## config.mk

```make
export PLATFORM = sky130hd
export DESIGN_NAME = rbd_ram
export DESIGN_NICKNAME = d
export VERILOG_FILES = /design/src/rbd_ram.sv
export SDC_FILE = /design/constraint.sdc
export NUM_CORES = 1
export LEC_CHECK = 0
export ABC_AREA = 1
export BUFFER_PORTS_ARGS = -buffer_cell sky130_fd_sc_hd__buf_2
export CAP_MARGIN = 20
export CORE_ASPECT_RATIO = 1.2
export CORE_UTILIZATION = 29
export CTS_BUF_LIST = sky130_fd_sc_hd__clkbuf_16
export CTS_CLUSTER_SIZE = 10
export DETAILED_ROUTE_END_ITERATION = 16
export GPL_ROUTABILITY_DRIVEN = 0
export SLEW_MARGIN = 10
export SYNTH_ARGS = -nofsm -noshare
export SYNTH_HDL_FRONTEND = slang
export SYNTH_SLANG_ARGS = --single-unit
```

## constraint.sdc

```tcl
create_clock -name clk -period 1.4 [get_ports clk]
set_input_delay 0.28 -clock clk [delete_from_list [all_inputs] [get_ports clk]]
set_output_delay 0.28 -clock clk [all_outputs]
set_load 0.005 [all_outputs]
```

## src/rbd_ram.sv

```systemverilog
// ----------------------------------------------------------------------------
// rbd_ram
// Simple dual-port RAM: one write port, one read port with registered data.
// ----------------------------------------------------------------------------
module rbd_ram #(
  parameter int WIDTH = 8,
  parameter int DEPTH = 16
) (
  input  logic                     clk,
  input  logic                     we,
  input  logic [$clog2(DEPTH)-1:0] waddr,
  input  logic [WIDTH-1:0]         wdata,
  input  logic [$clog2(DEPTH)-1:0] raddr,
  output logic [WIDTH-1:0]         rdata
);

  logic [WIDTH-1:0] mem [DEPTH];

  // Write, then register the read word
  always_ff @(posedge clk) begin
    if (we) begin
      mem[waddr] <= wdata;
    end
    rdata <= mem[raddr];
  end

endmodule

```

# --- Word level (Yosys, flattened, before mapping) ---
# Memory sizes are Yosys's and may differ from the RTL's. A register that Yosys moved wholly into a read port is not among the register bits.
# Index checks and enable logic that the tools add are counted.
totals:
  register_bits: 0
  latchBits: 0
  ramBits: 128
  mem_bits_ro: 0
  wordCells: 3
  mem_count: 1
op_classes:
  addsub: 0
  multipliers: 0
  div_mod_pow: 0
  order_cmp: 0
  n_eq_ne: 0
  shift: 0
  n_mux: 2
  bitwise_logic: 0
  reduce_logical: 0
mem_list:
  columns: ["memory", "words", "word_bits", "read_ports", "rd_clocked_by_memory_dff", "wr", "line_no", "source"]
  rows:
  - ["mem", 16, 8, 1, 1, 1, "17", "logic [WIDTH-1:0] mem [DEPTH];"]
ops:
  columns: ["op", "n"]
  rows:
  - ["$mux 1", 2]

# --- Logic depth before layout (Yosys ltp) ---
depth:
  depth_word: 2
  depth_mapped: 8

# --- Least setup slack after synthesis ---
# OpenSTA, ideal clock, no wires.
synth_timing:
  path_type: "input to register"
  start: "in waddr[2]"
  end: "mem mem[10][0] (enable)"
  setup_time_ns: 0.370
  arrival_ns: 0.861
  slack_ns: 0.169
  cell_stages: 2
  path_cell_list: "nand3b_1 > nor2_1"
synth_rtl:
  columns: ["item", "line_no", "source"]
  rows:
  - ["from (decl)", "11", "input logic [$clog2(DEPTH)-1:0] waddr,"]
  - ["to (decl)", "17", null]
# No word-level cell before the write port.

# --- Final worst setup path ---
layout_timing:
  start: "reg rdata[6], read port of mem"
  end: "out rdata[6]"
layout_rtl:
  columns: ["item", "line_no", "source"]
  rows:
  - ["from (decl)", "14", "output logic [WIDTH-1:0] rdata"]
# No word-level cell between the ends.

==> impl_results.md <==
* Status: finished, final reports clean
* Antenna violations before repair at 0
* Sw frac at 20.2%
* Simple-gate share of the synthesized area at 21.0%
* Area contributors post-synth: edfxtp_1 67%, nand2_1 11%, nand3_1 8.4%
* Setup TNS at 0 ns
* Slowest stage delay, CP at 0.39 ns
* Buf+Inv Stages, Crit Path at 1
* Non-filler cells, final at 876
* Layout cell share with drive strength beyond 1 at 14.0%
* Hpwl dp at 8.59 mm
* Relative slew slack at 74.5%
* Fin crit share at 88.0%
* Layout Area Growth over Synthesis at 21.9%
* Starting Density at 29.5%
* CTS tree: built
* Power per Cell Area at 1440 nW/um2
* GRT Total Usage at 14.3%
* Proportion of power drawn by flip-flops and latches at 45.4%
* Compound-Gate Fraction of Synth Area at 0%
* Die Span X at 131 um
* First-pass GRT wire length at 20.5 mm
* Synth unique cells at 12
* DR vias/cell at 4.30
* Clk sinks at 136
* # resized after CTS at 0
* Vias in the first global route at 3679
* Port bufs at 25
* CP arrival at 0.95 ns
* Rows at 56
* Number of synthesis warnings at 0
* Synth Area in Adders at 0%
* Clk Latency, worst-skew pair at 0.42 ns
* Final hold viol count at 0
* Syn Area/Cell at 10.5 um2
* Combinational Power Share at 5.9%
* LEAKAGE at 0.00301 uW
* Register area share after synthesis at 69.4%
* Max Cap Viol at 0
* CP max stage cell: dfxtp_1
* Drt wl/cell at 15.2 um
* Worst-path clk slew at 0.06 ns
* Mapped Area at 5770 um2
* Commonest non-fill, non-tap cell in the layout: nand2_1
* Iter 0 DRT Violations at 203
* Crit path max-delay family: flip-flops
* Post-DRT Antenna Nets at 0
* Detailed Routing Iterations Pass 1 at 8
* Most frequent cells in the layout: 173 x nand2_1, 128 x edfxtp_1, 100 x inv_1
* Setup bufs post-CTS at 0
* Drc violations at 0
* Number of nets in the finished design at 620
* Post-Syn Instances at 551
* Net switching power figure at 2050 uW
* Syn nets at 569
* RSZ-0062 raised after global routing: no
* Crit. Startpoint: rdata[6]$_DFF_P_
* Yosys reg bits at 136
* # IOs at 26
* Max clock buf depth at 2
* Yosys top cell area share at 66.7%
* Cell count after placement at 844
* Worst min-delay path class: input port to flop
* Die H at 156 um
* Critical path capture point type: output pin
* Antenna cells at 0
* Pint at 8070 uW
* Root Buffer: clkbuf_16
* Fmax at 0.812 GHz
* Main combinational cell family by area after synthesis: simple AND/OR/NAND/NOR gates
* DRT Wirelength at 13.3 mm
* Largest net degree at the start of global routing at 37
* Setup violators final at 0
* TritonCTS buffer count at 17
* Critical-path cell list: buf_2
* Slew at the pin with the worst max-slew slack at 0.382 ns
* Via count at 3768
* R2R Path Start: mem[5][0]$_DFFE_PP_
* # hold bufs at CTS at 0
* Grt ovf at 0
* H-tree levels at 4
* Worst-path fanout max at 1
* Hold_sp: wdata[1]
* Maximum vdd drop at 0.617 mV
* Critical path startpoint category: flop
* Clk pwr share at 48.7%
* Cell taking the most area after synthesis: edfxtp_1
* WP data required at 1.12 ns
* Clock Skew at 0.00973 ns
* Core Region at 19500 um2
* Post-synthesis mux area share at 0%
* Clock period minus worst slack at 1.23 ns
* Worst setup path category: flop to output pin
* XOR/XNOR Fraction of Synth Area at 0%
* Max-slew violation count at 0
* Die ar. at 20500 um2
==> layout make-up <==
cell class,instances,area (um2)
Timing Repair Buffer,56,445
Sequential cell,136,4000
Fill cell,1908,12500
Tap cell,261,327
Multi-Input combinational cell,289,1210
Clock buffer,17,425
Inverter,102,383
Clock inverter,15,231
==> sequential cells by signal, indices dropped and copies added, names as in the netlist <==
register / count
mem: 128
rdata: 8
==> logic make-up (layout without fill, tap and decap cells) <==
logic type / Yosys count / count (layout)
buffers and inverters: 126 / 190
AND/OR/NAND/NOR: 289 / 289
flip-flops: 136 / 136
==> routing by layer <==
layer | global-route usage, % | share of wire, % | vias up
met5 | 0 | 0 | -
met4 | 6.62 | 2.4 | 0
met3 | 3.49 | 3.8 | 17
met2 | 24.2 | 52 | 78
met1 | 17.0 | 42 | 1797
li1 | - | - | 1876
==> stage by stage <==
step | total power (uW) | utilization (%) | hold WS, ns | instance area (um2) | worst slack (ns)
5_1_grt | 10400 | 36.0 | 0.273 | 7030 | 0.147
4_1_cts | 10200 | 36.0 | 0.259 | 7030 | 0.160
6_report | 10100 | 36.0 | 0.270 | 7030 | 0.168
3_3_place_gp | 5270 | 32.6 | 0.637 | 6370 | 0.0640
3_5_place_dp | 5280 | 32.6 | 0.639 | 6370 | 0.0372
2_1_floorplan | 4980 | - | 0.379 | 5770 | 0.169
==> path summary, 6_finish.rpt <==
| path | slack, ns | depth (start not counted) | to |
|---|---|---|---|
| worst min-delay path | 0.27 | 1 | mem[6][1]$_DFFE_PP_ |
| worst max-delay path | 0.17 | 1 | rdata[6] |
| worst max register to register | 0.40 | 6 | rdata[0]$_DFF_P_ |
| worst min register to register | 0.65 | 6 | rdata[2]$_DFF_P_ |
==> Yosys cell counts <==
master    count
inv_1       100
dfxtp_1       8
inv_2         2
edfxtp_1    128
nand3b_1      2
buf_4         4
nor2_1       17
buf_2        13
nand2_1     173
nand3_1      97
buf_6         6
buf_1         1
==> power by group through the flow <==
stage,registers (uW),clock network [uW],logic [uW]
after floorplan,4660,0,321
after global placement,4670,0,596
after detailed placement,4670,0,605
after CTS,4590,5020,610
after global routing,4590,5180,668
final,4590,4930,597
(Power assumes the default switching activity.)
