===== src/rbd_pkg.sv =====
// ----------------------------------------------------------------------------
// rbd_pkg
// Shared constants, types and register codes of the 2x2 box downsampler.
// ----------------------------------------------------------------------------
package rbd_pkg;

  // Geometry limits
  localparam int MAX_WIDTH    = 4096;
  localparam int HEIGHT_LIMIT = 4096;
  localparam int DIM_W        = 13;
  localparam int COL_W        = $clog2(MAX_WIDTH);
  localparam int ROW_W        = $clog2(HEIGHT_LIMIT);
  localparam int STORE_DEPTH  = MAX_WIDTH / 2;
  localparam int ADDR_W       = $clog2(STORE_DEPTH);

  // Pixel arithmetic
  localparam int NUM_CH  = 4;
  localparam int CH_W    = 8;
  localparam int PAIR_W  = CH_W + 1;
  localparam int SUM_W   = 10;
  localparam int WORD_W  = NUM_CH * SUM_W;

  // Configuration register codes
  localparam int CFG_IDX_W = 2;
  localparam logic [CFG_IDX_W-1:0] REG_WIDTH  = 2'd0;
  localparam logic [CFG_IDX_W-1:0] REG_HEIGHT = 2'd1;

  // Frame geometry derived from the configuration registers
  typedef struct packed {
    logic              restart;
    logic              w_one;
    logic              h_one;
    logic [COL_W-1:0]  col_last;
    logic [ROW_W-1:0]  row_last;
    logic [ADDR_W-1:0] dcol_last;
    logic [ROW_W-2:0]  drow_last;
  } geom_t;

endpackage


===== src/rbd_cfg.sv =====
// ----------------------------------------------------------------------------
// rbd_cfg
// Width and height registers and the frame geometry derived from them.
// ----------------------------------------------------------------------------
module rbd_cfg (
  input  logic                          clk,
  input  logic                          rst,
  input  logic                          write_enable,
  input  logic [rbd_pkg::CFG_IDX_W-1:0] reg_index,
  input  logic [rbd_pkg::DIM_W-1:0]     write_data,
  output rbd_pkg::geom_t                geom
);
  import rbd_pkg::*;

  logic [DIM_W-1:0] width_reg;
  logic [DIM_W-1:0] height_reg;
  logic [DIM_W-1:0] w_eff;
  logic [DIM_W-1:0] h_eff;
  logic [DIM_W-1:0] dw;
  logic [DIM_W-1:0] dh;

  // Hold the raw register values
  always_ff @(posedge clk) begin
    if (rst) begin
      width_reg  <= DIM_W'(1);
      height_reg <= DIM_W'(1);
    end else if (write_enable) begin
      case (reg_index)
        REG_WIDTH:  width_reg  <= write_data;
        REG_HEIGHT: height_reg <= write_data;
        default: ;
      endcase
    end
  end

  // Clamp to the supported range, zero acting as one
  always_comb begin
    if (width_reg == '0) begin
      w_eff = DIM_W'(1);
    end else if (width_reg > DIM_W'(MAX_WIDTH)) begin
      w_eff = DIM_W'(MAX_WIDTH);
    end else begin
      w_eff = width_reg;
    end
    if (height_reg == '0) begin
      h_eff = DIM_W'(1);
    end else if (height_reg > DIM_W'(HEIGHT_LIMIT)) begin
      h_eff = DIM_W'(HEIGHT_LIMIT);
    end else begin
      h_eff = height_reg;
    end
    dw = (w_eff >> 1) == '0 ? DIM_W'(1) : (w_eff >> 1);
    dh = (h_eff >> 1) == '0 ? DIM_W'(1) : (h_eff >> 1);
  end

  // Publish the geometry; any listed register write restarts the frame
  always_comb begin
    geom.restart   = write_enable && (reg_index == REG_WIDTH || reg_index == REG_HEIGHT);
    geom.w_one     = (w_eff == DIM_W'(1));
    geom.h_one     = (h_eff == DIM_W'(1));
    geom.col_last  = COL_W'(w_eff - DIM_W'(1));
    geom.row_last  = ROW_W'(h_eff - DIM_W'(1));
    geom.dcol_last = ADDR_W'(dw - DIM_W'(1));
    geom.drow_last = (ROW_W - 1)'(dh - DIM_W'(1));
  end

endmodule


===== config.mk =====
export PLATFORM = sky130hd
export DESIGN_NAME = rbd_cfg
export DESIGN_NICKNAME = d
export VERILOG_FILES = /design/src/rbd_pkg.sv /design/src/rbd_cfg.sv
export SDC_FILE = /design/constraint.sdc
export NUM_CORES = 1
export LEC_CHECK = 0
export BUFFER_PORTS_ARGS = -buffer_cell sky130_fd_sc_hd__buf_2
export CORE_AREA = 2 2 68 70
export CTS_CLUSTER_DIAMETER = 50
export DETAILED_ROUTE_END_ITERATION = 8
export DIE_AREA = 0 0 70 72
export PLACE_DENSITY = 0.87
export SLEW_MARGIN = 5
export SYNTH_ARGS = -nofsm -noshare
export SYNTH_HDL_FRONTEND = slang
export SYNTH_SLANG_ARGS = --single-unit

===== constraint.sdc =====
create_clock -name clk -period 5 [get_ports clk]
set_input_delay 0.25 -clock clk [delete_from_list [all_inputs] [get_ports clk]]
set_output_delay 0.25 -clock clk [all_outputs]
set_load 0.02 [all_outputs]

== Word level (Yosys, flattened, before mapping) ==
Cells that the tools add are included.
Widths: inputs -> output; s select.

* Add/sub/neg operators: 4
* $mul: 0
* Divide/modulo/power cells: 0
* $lt $le $gt $ge: 2
* Equal/unequal tests: 3
* Shift-type cells: 0
* Multiplexer cells: 6
* Bitwise logic cells: 0
* Reductions and logical operators: 9

{| class="wikitable"
|+ Operators with widths
! kind !! number
|-
| $logic_not 13->1 || 4
|-
| $mux 13 || 4
|-
| $eq 13x1->1 const B || 2
|-
| $gt 13x13->1 const B || 2
|-
| $sub 12x1->12 const B || 2
|-
| $mux 11 || 2
|-
| $sub 11x1->11 const B || 2
|-
| $reduce_and 2->1 || 2
|-
| $eq 2x1->1 const B || 1
|-
| $logic_not 2->1 || 1
|-
| $logic_and 1x1->1 || 1
|-
| $logic_or 1x1->1 || 1
|}

* Flip-flop bits (word level): 26
* Latch bits: 0
* Bits in writable memories: 0
* Memory bits (read-only): 0
* Input port bits: 18
* Output and inout bits: 49
* Memories kept: 0

== Depth between registers and ports, before layout ==
Gate-level depths: netlist of the first run.

* Depth in word-level cells: 6
* Gate-level depth with buffers: 11
* Mapped depth without buffers: 8

== Worst setup path after synthesis of the first run ==
No wires, ideal clock.

* Path type: flip-flop to output port
* Start: reg height_reg[3]
* End: out geom[10] in the netlist's numbering
* Data arrival time: 2.756 ns
* Data required time: 4.750 ns
* Slack: 1.994 ns
* Stages on the path, launching flop included: 9
* Path buffers: 2
* Cell sequence: dfxtp_1 -> clkbuf_1 -> or3_1 -> clkbuf_1 -> nor3_1 -> o21ai_0 -> ha_1 -> o21ai_0 -> a221oi_1

{| class="wikitable"
|+ RTL lines
! what !! RTL line !! source
|-
| start, declared || rbd_cfg.sv:16 || <nowiki>logic [DIM_W-1:0] height_reg;</nowiki>
|-
| start signal, assigned || rbd_cfg.sv:30 || <nowiki>REG_HEIGHT: height_reg <= write_data;</nowiki>
|-
| end, declared || rbd_cfg.sv:11 || <nowiki>output rbd_pkg::geom_t geom</nowiki>
|}

==> implementation parameters, run 1 <==
Parameter                              Value

Run status
  Status ... finished clean

Pwr
  Max rail drop VDD ... 0.0002034 V
  Standby leakage power ... 1.125 nW
  Pwr/cell area ... 259.7 nW/um^2

Place
  Post-Place Cells ... 434
  Cell Area, Placed ... 2569 um^2
  RD Place Congestion ... 0.9397
  Post-DP HPWL ... 4772 um
  Number of buffers added on ports ... 66
  Worst slack, placed ... 2.383 ns

Floorplan
  Full die area ... 5040 um^2
  Effective utilization at floorplan ... 54.11%
  Floorplan core area ... 4264 um^2
  Row count ... 24
  Die height ... 72 um
  Number of I/O pins ... 67
  Horizontal extent of the die ... 70 um

Timing
  Count of endpoints failing setup in the final report ... 0
  Final WS setup ... 2.029 ns
  Final period utilization ... 59.42%
  Final Hold Vio Count ... 0
  Worst-margin pin slew ... 0.8406 ns
  Unrepaired setup endpoints after global routing ... false
  Post-layout minimum cycle time ... 2.971 ns
  Setup skew after layout ... 0 ns
  Final setup TNS ... 0 ns
  Slew Limit Headroom ... 43.84%
  Achievable frequency ... 336.6 MHz
  Slew Limit Fails ... 0

Setup path
  Largest fanout of any net on the critical path ... 8
  Critical Path Source Type ... register
  Max stage delay on crit path ... 0.43 ns
  Path depth of the worst reg2reg path ... 2
  Chain of cells forming the critical path ... nor4_2 -> nand3_1 -> nor2_1 -> o21ai_0 -> ha_1 -> o21ai_0 -> nor2_1 -> o221a_2 -> buf_2
  Stages on the worst setup path ... 9
  Crit path buffers/inverters ... 1
  Required arrival time at the worst endpoint ... 4.75 ns
  Type of the setup path with the least slack ... register to output port
  Worst setup EP type ... output port
  Critical path's slowest cell ... sky130_fd_sc_hd__nor4_2
  Cell family contributing the most delay on the critical path ... simple AND/OR/NAND/NOR gates
  Crit path DAT ... 2.72 ns

CTS
  CTS H-tree depth ... 1
  Post-CTS Resized ... 0
  Source-to-sink clock delay at the later pin of the worst-skew pair ... 0.27 ns
  Count of clock tree sinks ... 26
  Buffers inserted during post-CTS setup optimization ... 0
  Number of hold-repair buffers added at the cts stage ... 0
  Max Buffers Root-to-Sink ... 2
  Reg clk slew, reported paths ... 0.09 ns
  Number of buffers created by CTS ... 3
  TritonCTS clock tree ... yes
  CTS Root Buffer Type ... sky130_fd_sc_hd__clkbuf_8

Synthesis
  Mapped cell area ... 2307 um^2
  #FFs+latches synth ... 26
  Netlist cell types ... 55
  Post-Syn Instances ... 348
  EDFF count, synth ... 0
  Top_reg_cell synth ... sky130_fd_sc_hd__dfxtp_1
  Async set or reset register ratio after synthesis ... 0%
  Sequential share of the synthesized area ... 22.56%
  Number of nets in the synthesized netlist ... 372
  Average cell area after synthesis ... 6.630 um^2
  Number of warnings issued by yosys ... 0

Finish
  Final cell count without fillers ... 438
  Most common cell after layout, fill and taps aside ... sky130_fd_sc_hd__nand2_1
  Diode insertion count for antenna repair ... 0
  Post-layout net count ... 411
  Design area ... 2624 um^2
  Synthesis-to-layout area growth ... 13.72%
  Share of layout cells above drive strength 1 ... 21.24%
  Top library cells by usage in the layout, fill and taps aside ... sky130_fd_sc_hd__nand2_1 (73), sky130_fd_sc_hd__buf_2 (66), sky130_fd_sc_hd__a21oi_1 (38)

Route
  Detail-routed net length per standard cell ... 14.53 um
  Detailed router's first-iteration violation count ... 441
  Number of nets still failing antenna checks after routing ... 0
  Via-to-Cell Ratio ... 6.130
  DR vias ... 2685
  Routed WL ... 6366 um
  Number of design rule violations left after detail routing ... 0
  Detailed-routing iteration count for the pre-antenna-repair pass ... 5

GRT
  Overall track demand over capacity in global routing ... 25.02%
  Vias in the first global route ... 2281
  Largest net degree at the start of global routing ... 30
  Global-route wire length before repair ... 10630 um
  Total grt overflow ... 0
  Number of antenna violations at the first check in global routing ... 0

Flow run
  Max-cap viol count ... 0

Worst hold path
  Hold Path Depth ... 3
  Class of the tightest hold or removal check ... primary input to register
## area by class of cell
class                           count  area (um^2)
Fill cell                         408         1640
Inverter                           12        45.04
Sequential cell                    26        520.5
Multi-Input combinational cell    277         1600
Tap cell                           52        65.06
Timing Repair Buffer               67        337.8
Clock buffer                        4        55.05
## cell families (layout without fill, tap and decap cells)
kind of cell,after synthesis,in the layout,share of synthesized area (%)
buffers and inverters,45,83,8.080
adders and majority gates,6,6,3.254
and+or+nand+nor,166,166,34.82
xor gates and xnor gates,8,8,3.037
DFF,26,26,22.56
AOI/OAI and AO/OA,96,96,27.82
muxes,1,1,0.4339
## path summary, 6_finish.rpt
kind                            slack [ns]        endpoint           start
worst min register to register        0.56    width_reg[0]    width_reg[0]
worst min-delay path                  0.22   height_reg[0]   write_data[0]
worst max-delay path                  2.03        geom[17]    width_reg[7]
worst max register to register        3.93  height_reg[12]  height_reg[12]
## worst register-to-register path, stage by stage (launching register included)
cell                      delay (ns)
sky130_fd_sc_hd__dfxtp_1        0.75
sky130_fd_sc_hd__nand2_1        0.10
sky130_fd_sc_hd__a21oi_1        0.15
## power breakdown
group	leakage, nW	total (W)	switching, W	internal (W)
registers	0.211	0.000231	0.0000172	0.000214
clock network	0.0288	0.000134	0.0000638	0.0000704
logic	0.885	0.000316	0.000202	0.000114
## synth_stat cells, types with 3 or more instances
master	instances	share of area, %
sky130_fd_sc_hd__nand2_1	73	12
sky130_fd_sc_hd__a21oi_1	38	8.2
sky130_fd_sc_hd__clkbuf_1	27	4.4
sky130_fd_sc_hd__dfxtp_1	26	23
sky130_fd_sc_hd__nor2_1	21	3.4
sky130_fd_sc_hd__o21ai_0	17	3.7
sky130_fd_sc_hd__nand3_1	13	2.8
sky130_fd_sc_hd__nor3_1	12	2.6
sky130_fd_sc_hd__inv_1	11	1.8
sky130_fd_sc_hd__nor4_1	8	2.2
sky130_fd_sc_hd__nor2b_1	7	1.9
sky130_fd_sc_hd__xnor2_1	7	2.7
sky130_fd_sc_hd__ha_1	6	3.3
sky130_fd_sc_hd__nand4_1	6	1.6
sky130_fd_sc_hd__or3_1	5	1.4
sky130_fd_sc_hd__a21o_1	4	1.3
sky130_fd_sc_hd__o31ai_1	4	1.3
sky130_fd_sc_hd__or2_2	4	1.1
sky130_fd_sc_hd__and2_1	3	0.81
sky130_fd_sc_hd__o211ai_1	3	0.98
sky130_fd_sc_hd__o21a_1	3	0.98
sky130_fd_sc_hd__o21ai_1	3	0.65
## metal layers
metal | wire length (um) | track usage (%) | part of all wire (%)
met5 | 0 | 0 | 0
met4 | 89 | 5.128 | 1.4
met3 | 494 | 3.194 | 7.8
met2 | 3003 | 41.48 | 47
met1 | 2778 | 35.24 | 44
## metrics by stage
step	hold WS, ns	total power [W]	utilization (%)
3_5_place_dp	0.4989	0.0005487	60.24
3_3_place_gp	0.4785	0.0005438	60.24
6_report	0.2196	0.0006814	61.53
4_1_cts	0.2196	0.0006804	61.53
2_1_floorplan	0.3709	0.0004618	-
5_1_grt	0.2216	0.0007251	61.53
(Power assumes the default switching activity.)
==> run 2, diff against run 1 <==
--- a/config.mk
+++ b/config.mk
@@ -6,11 +6,11 @@
 export NUM_CORES = 1
 export LEC_CHECK = 0
 export BUFFER_PORTS_ARGS = -buffer_cell sky130_fd_sc_hd__buf_2
-export CORE_AREA = 2 2 68 70
+export CORE_AREA = 2 2 73 75
 export CTS_CLUSTER_DIAMETER = 50
 export DETAILED_ROUTE_END_ITERATION = 8
-export DIE_AREA = 0 0 70 72
-export PLACE_DENSITY = 0.87
+export DIE_AREA = 0 0 75 77
+export PLACE_DENSITY = 0.81
 export SLEW_MARGIN = 5
 export SYNTH_ARGS = -nofsm -noshare
 export SYNTH_HDL_FRONTEND = slang
==> constraint.sdc (replaced) <==
create_clock -name clk -period 2.5 [get_ports clk]
set_input_delay 0.125 -clock clk [delete_from_list [all_inputs] [get_ports clk]]
set_output_delay 0.125 -clock clk [all_outputs]
set_load 0.02 [all_outputs]
==> implementation parameters, run 2 (synthesis gave the netlist of run 1 again) <==
Parameter                              Value

Finish
  Share of layout cells above drive strength 1 ... 31.19%
  Diode insertion count for antenna repair ... 0
  Post-layout net count ... 445
  Number of fill cells in the layout ... 463
  Design area ... 3022 um^2
  Most common cell after layout, fill and taps aside ... sky130_fd_sc_hd__nand2_1
  Top library cells by usage in the layout, fill and taps aside ... sky130_fd_sc_hd__nand2_1 (73), sky130_fd_sc_hd__buf_2 (59), sky130_fd_sc_hd__buf_4 (41)
  Synthesis-to-layout area growth ... 30.97%

CTS
  TritonCTS clock tree ... yes
  CTS Root Buffer Type ... sky130_fd_sc_hd__clkbuf_8
  Reg clk slew, reported paths ... 0.08 ns
  Source-to-sink clock delay at the later pin of the worst-skew pair ... 0.27 ns
  Number of buffers created by CTS ... 3
  Max Buffers Root-to-Sink ... 2
  Number of hold-repair buffers added at the cts stage ... 0
  Count of clock tree sinks ... 26
  CTS H-tree depth ... 1

GRT
  Largest net degree at the start of global routing ... 29
  Vias in the first global route ... 2488
  Total grt overflow ... 0
  Overall track demand over capacity in global routing ... 25.19%
  Global-route wire length before repair ... 11900 um
  Number of antenna violations at the first check in global routing ... 0

Route
  Number of design rule violations left after detail routing ... 0
  Detailed router's first-iteration violation count ... 331
  Detailed-routing iteration count for the pre-antenna-repair pass ... 5
  Via-to-Cell Ratio ... 5.888
  Routed WL ... 7274 um
  Detail-routed net length per standard cell ... 14.84 um
  Number of nets still failing antenna checks after routing ... 0
  DR vias ... 2885

Setup path
  Max stage delay on crit path ... 0.58 ns
  Critical path's slowest cell ... sky130_fd_sc_hd__or4_4
  Type of the setup path with the least slack ... register to output port
  Crit path DAT ... 2.33 ns
  Chain of cells forming the critical path ... or4_4 -> nor4_2 -> o21a_1 -> inv_1 -> ha_4 -> nand3_1 -> o211ai_1 -> nand2_1 -> buf_2
  Required arrival time at the worst endpoint ... 2.38 ns
  Worst setup EP type ... output port
  Largest fanout of any net on the critical path ... 11
  Critical Path Source Type ... register

Place
  Number of buffers added on ports ... 66
  Cell Area, Placed ... 2819 um^2
  Post-DP HPWL ... 5322 um
  RD Place Congestion ... 0.9731

Timing
  Unrepaired setup endpoints after global routing ... true
  Slew Limit Fails ... 0
  Post-layout minimum cycle time ... 2.452 ns
  Final period utilization ... 98.09%
  Worst-margin pin slew ... 0.8105 ns
  Count of endpoints failing setup in the final report ... 0
  Setup skew after layout ... 0 ns
  Slew Limit Headroom ... 45.86%
  Final Hold Vio Count ... 0
  Achievable frequency ... 407.8 MHz
  Final setup TNS ... 0 ns

Floorplan
  Row count ... 26
  Die height ... 77 um
  Horizontal extent of the die ... 75 um
  Number of I/O pins ... 67
  Floorplan core area ... 4977 um^2
  Effective utilization at floorplan ... 46.35%
  Full die area ... 5775 um^2

Pwr
  Max rail drop VDD ... 0.0002762 V
  Pwr/cell area ... 487.1 nW/um^2
  Standby leakage power ... 1.322 nW

Worst hold path
  Class of the tightest hold or removal check ... primary input to register

Run status
  Status ... finished clean

Flow run
  Max-cap viol count ... 0
==> run 2: cell count changes in the layout (fill, tap and decap cells not counted), sizes merged <==
cell and delta:
buf +34
==> run 2: final cells by class <==
class	instances	area, um^2	share of cell area [%]
clock buffer	4	55.05	1.822
timing repair buffer	101	614.3	20.33
inverter	12	45.04	1.491
sequential	26	520.5	17.23
multi-input combinational	277	1699	56.23
tap	70	87.58	2.899
==> run 2: critical path, delay by kind of cell (launching register included) <==
family | cells | cell delay (ns)
and+or+nand+nor | 4 | 1.01
DFF | 1 | 0.32
AOI/OAI and AO/OA | 2 | 0.26
buffers and inverters | 2 | 0.26
adders and majority gates | 1 | 0.22
==> run 2: worst paths after layout <==
| check | start | endpoint | slack (ns) | cells past startpoint |
|---|---|---|---|---|
| min | write_data[2] | height_reg[2] | 0.1 | 3 |
| max reg2reg | width_reg[12] | width_reg[12] | 1.55 | 3 |
| min reg2reg | height_reg[0] | height_reg[0] | 0.56 | 2 |
| max | height_reg[9] | geom[30] | 0.05 | 9 |
==> run 2: report_power, final <==
part / internal, W / switching (W)
clock: 0.000141 / 0.000126
sequential: 0.000428 / 0.0000160
combinational: 0.000304 / 0.000457
total: 0.000873 / 0.000599
==> run 2: layer usage <==
metal	vias to the layer above	wire length (um)	GRT usage (%)
met5	-	0	0
met4	0	110	5.536
met3	12	586	3.811
met2	179	3380	39.65
met1	1315	3196	35.81
li1	1379	-	-
==> run 2: what timing repair did <==
action,in CTS,in global routing
pin swaps,3,9
hold endpoints to repair,0,0
setup buffers,1,7
gates cloned,0,0
setup endpoints to repair,13,15
resized for setup,10,14
==> run 2: stage by stage <==
| stage | power (W) | cells | setup WS [ns] | hold WS (ns) | util, % |
|---|---|---|---|---|---|
| 2_1_floorplan | 0.0009346 | 348 | -0.007485 | 0.2459 | - |
| 3_3_place_gp | 0.001135 | 478 | 0.1770 | 0.3683 | 56.64 |
| 3_5_place_dp | 0.001144 | 478 | 0.1334 | 0.3819 | 56.64 |
| 4_1_cts | 0.001426 | 483 | 0.02281 | 0.09728 | 58.77 |
| 5_1_grt | 0.001555 | 490 | -0.05533 | 0.09326 | 60.71 |
| 6_report | 0.001472 | 490 | 0.04770 | 0.09900 | 60.71 |
